### config.mk
export PLATFORM = sky130hd
export DESIGN_NAME = chm_cmp
export DESIGN_NICKNAME = d
export VERILOG_FILES = /design/src/chm_pkg.sv /design/src/chm_cmp.sv
export SDC_FILE = /design/constraint.sdc
export NUM_CORES = 1
export LEC_CHECK = 0
export BUFFER_PORTS_ARGS = -buffer_cell sky130_fd_sc_hd__buf_2
export CAP_MARGIN = 10
export CORE_UTILIZATION = 20
export DETAILED_ROUTE_END_ITERATION = 16
export PLACE_DENSITY = 0.79
export SETUP_SLACK_MARGIN = 0.5
export SLEW_MARGIN = 10
export SYNTH_ARGS = -nofsm -noshare
export SYNTH_HDL_FRONTEND = slang
export SYNTH_SLANG_ARGS = --single-unit
### constraint.sdc
create_clock -name vclk -period 0.9
set_clock_uncertainty 0.2 [all_clocks]
set_input_delay 0.09 -clock vclk [all_inputs]
set_output_delay 0.09 -clock vclk [all_outputs]
set_load 0.02 [all_outputs]
### src/chm_pkg.sv
// ----------------------------------------------------------------------------
// chm_pkg: shared types and constants of the chained hash map
// sizes, operation codes, table entry layout and sequencer states
// ----------------------------------------------------------------------------
package chm_pkg;

    localparam int BUCKETS    = 256;
    localparam int POOL_NODES = 256;

    localparam int KEY_W  = 32;
    localparam int HDL_W  = 32;
    localparam int MODE_W = 2;

    // bucket index is the low key bits, bucket count is a power of two
    localparam int BKT_W  = $clog2(BUCKETS);
    localparam int NODE_W = (POOL_NODES > 1) ? $clog2(POOL_NODES) : 1;
    // link: zero is null, else node index plus one
    localparam int LINK_W = $clog2(POOL_NODES + 1);

    localparam logic [MODE_W-1:0] MODE_LOOKUP = 2'd0;
    localparam logic [MODE_W-1:0] MODE_INSERT = 2'd1;
    localparam logic [MODE_W-1:0] MODE_CLEAR  = 2'd2;

    typedef struct packed {
        logic [KEY_W-1:0]  key;
        logic [HDL_W-1:0]  handle;
        logic [LINK_W-1:0] link;
    } entry_t;

    localparam int ENTRY_W = $bits(entry_t);

    // flags from the shared entry compare unit
    typedef struct packed {
        logic key_eq;
        logic empty;
        logic link_null;
    } cmp_res_t;

    typedef enum logic [1:0] {
        ST_IDLE,
        ST_BKT_CHK,
        ST_NODE_CHK,
        ST_ALLOC
    } st_t;

endpackage

### src/chm_cmp.sv
// ----------------------------------------------------------------------------
// chm_cmp: shared entry compare unit
// key match, empty slot and end-of-chain tests on one table entry
// ----------------------------------------------------------------------------
module chm_cmp (
    input  chm_pkg::entry_t             entry,
    input  logic [chm_pkg::KEY_W-1:0]   key,
    output chm_pkg::cmp_res_t           res
);

    always_comb
    begin
        res.key_eq    = (entry.key == key);
        res.empty     = (entry.handle == '0);
        res.link_null = (entry.link == '0);
    end

endmodule

Yosys cells after proc, flatten, opt, wreduce, memory -nomap -nowiden --
Index checks and enable logic that the tools add are counted. W data, S select, Z words.
Cells by class: equal/unequal tests 1, reductions and logical operators 2
Operators by type and width (count):
- $eq A32 B32 Y1 | 1
- $logic_not A32 Y1 | 1
- $logic_not A9 Y1 | 1
Storage, ports and cells: flip-flop bits (word level) 0, logic and storage cells 3

Logic depth before layout (Yosys ltp) --
word-level depth 1, gate-level depth with buffers 4, mapped depth without buffers 4

Worst setup path after synthesis --
No wires, ideal clock.
path type in2out, from input port entry[4] (netlist bit), to output port res[0] (netlist bit), arrival 1.039 ns, data required time 0.610 ns, slack -0.429 ns, stages on the path 3, cells stage by stage nor4_1 > nand2_1 > nor4_1
RTL lines:
- start: declaration | line chm_cmp.sv:6 | input chm_pkg::entry_t entry,
- end: declaration | line chm_cmp.sv:8 | output chm_pkg::cmp_res_t res

==> metrics <==
Least-Margin Pin Slew 0.2543 ns; Worst setup EP type output pin; Reg area 0 um2; initial antenna violation count 0; PD cells 375.8 nW/um2; final-stage net count 273; largest cells by area after synthesis xor2_1 65%, nor4_1 26%, nand4_1 5.8%; Clock Buffer Count 0; I/O pin count 108; worst relative slew slack 0.8289; layout cells sized above 1 0.7470; Most common cell on crit path buf_6; row count 16; Hold Path Sink res[0]; input/output buffers 108; Remaining DRCs 0; setup bufs post-CTS 0; router iterations before antenna repair 1; Max Fclk 720.8 MHz; CP top delay family simple AND/OR/NAND/NOR gates; GRT Overall Usage 0.1818; dpl cells 193; Antenna Cells 0; slowest stage cell, crit path nor4_2; crit path time final 1.387 ns; cts hold-fix bufs 0; Critical Path Source Type primary input; most frequent cells in the layout 97 x buf_2, 31 x xor2_1, 11 x buf_6; Final Cycle Share 1.542; synthesized area 432.9 um2; drt total wl 2285 um; commonest non-fill, non-tap cell in the layout buf_2; maximum VDD drop 0.2595 mV; setup ws final -0.4874 ns; unrepaired setup endpoints after global routing yes; cell taking the most area after synthesis xor2_1; # fillers 192; YS warnings 0; worst-path cell chain buf_6, xor2_2, nor4_2, nand4_1, nor2_4, buf_6; failing checks negative setup slack; Overflow after GRT 0; Max-Cap Viols 0; die area 2355 um2; Yosys cell types 5; status complete, but fails checks; Syn Area/Cell 7.464 um2; kind of critical path primary input to output pin; drt wl/cell 11.84 um; first-pass GRT wire length 3519 um; via total after detailed routing 891; largest net degree at the start of global routing 2; hold path start entry[1]; WP data arrival 1.10 ns; DR iter-0 viols 0; Area Growth Syn to Fin 184.7%; placer congestion estimate 0.7297; post-layout util 0.6156; Synth Instances 58; count of final setup violators 3; worst path bufs/invs 2; Syn Nets 163; Leak 0.6154 nW; initial core utilization 0.2162; vias in the first global route 954; CP max FO 1; fin cells 193; hold path depth 3; crit-path max cell delay 0.31 ns; final slew viol count 0; HP Class primary input to output pin; sequential cell count 0; post-synthesis sequential area ratio 0; Post-Place Setup Slack -0.6549 ns; final hold vios 0; DP HPWL 1934 um; number of routed nets with antenna violations 0; post-synth top area share 0.6474; Worst Path Required 0.61 ns; Chip Height 48.53 um; Via density 4.617; Die Width 48.53 um; core footprint 2002 um2
stage by stage:
stage	setup TNS [ns]	hold WS [ns]	instance area, um2	power, mW
after floorplan	-0.5063	0.03227	505.5	0.1154
after global routing	-1.182	0.2491	1232	0.5005
final	-1.048	0.2444	1232	0.4631
after detailed placement	-1.333	0.2449	1080	0.3954
after CTS	-1.037	0.2449	1176	0.4355
after global placement	-1.238	0.2393	1080	0.3811
repair_timing:
action                     4_1_cts  5_1_grt
pin swaps                       15        9
setup endpoints to repair        3        3
gates resized for setup         17        8
layout make-up:
class | count | area, um2 | area share
Multi-Input combinational cell | 58 | 589.3 | 0.4782
Tap cell | 27 | 33.78 | 0.02741
Timing Repair Buffer | 108 | 609.3 | 0.4944
power by group:
| group | internal (mW) | total, mW | switching [mW] |
|---|---|---|---|
| clock | 0 | 0 | 0 |
| sequential | 0 | 0 | 0 |
| combinational | 0.272 | 0.463 | 0.191 |
| total | 0.272 | 0.463 | 0.191 |
cells in the mapped netlist:
cell,number
nand2_1,1
nand4_1,4
nor2_1,3
nor4_1,18
xor2_1,32
worst min-delay path, stage by stage:
cell and delay [ns]:
buf_2 0.08, nor4_2 0.04, buf_2 0.15
cell families after synthesis:
| kind of cell | Yosys count | synth area share |
|---|---|---|
| xor gates and xnor gates | 32 | 0.6474 |
| and+or+nand+nor | 26 | 0.3526 |
metal layers:
metal / track usage / routed length [um]
met2: 0.4225 / 1277
met5: 0 / 0
met4: 0.04412 / 35
met1: 0.1461 / 693
met3: 0.03145 / 278
worst max-delay path by stage:
stage,depth (start not counted),slack [ns],end,start
final,6,-0.49,res[2],entry[47]
after floorplan,4,-0.23,res[2],key[23]
after global placement,6,-0.64,res[2],key[23]
after CTS,6,-0.51,res[2],entry[47]
after detailed placement,6,-0.65,res[2],key[23]
after global routing,6,-0.56,res[2],entry[47]
No activity file was read; power rests on OpenSTA's default activity.
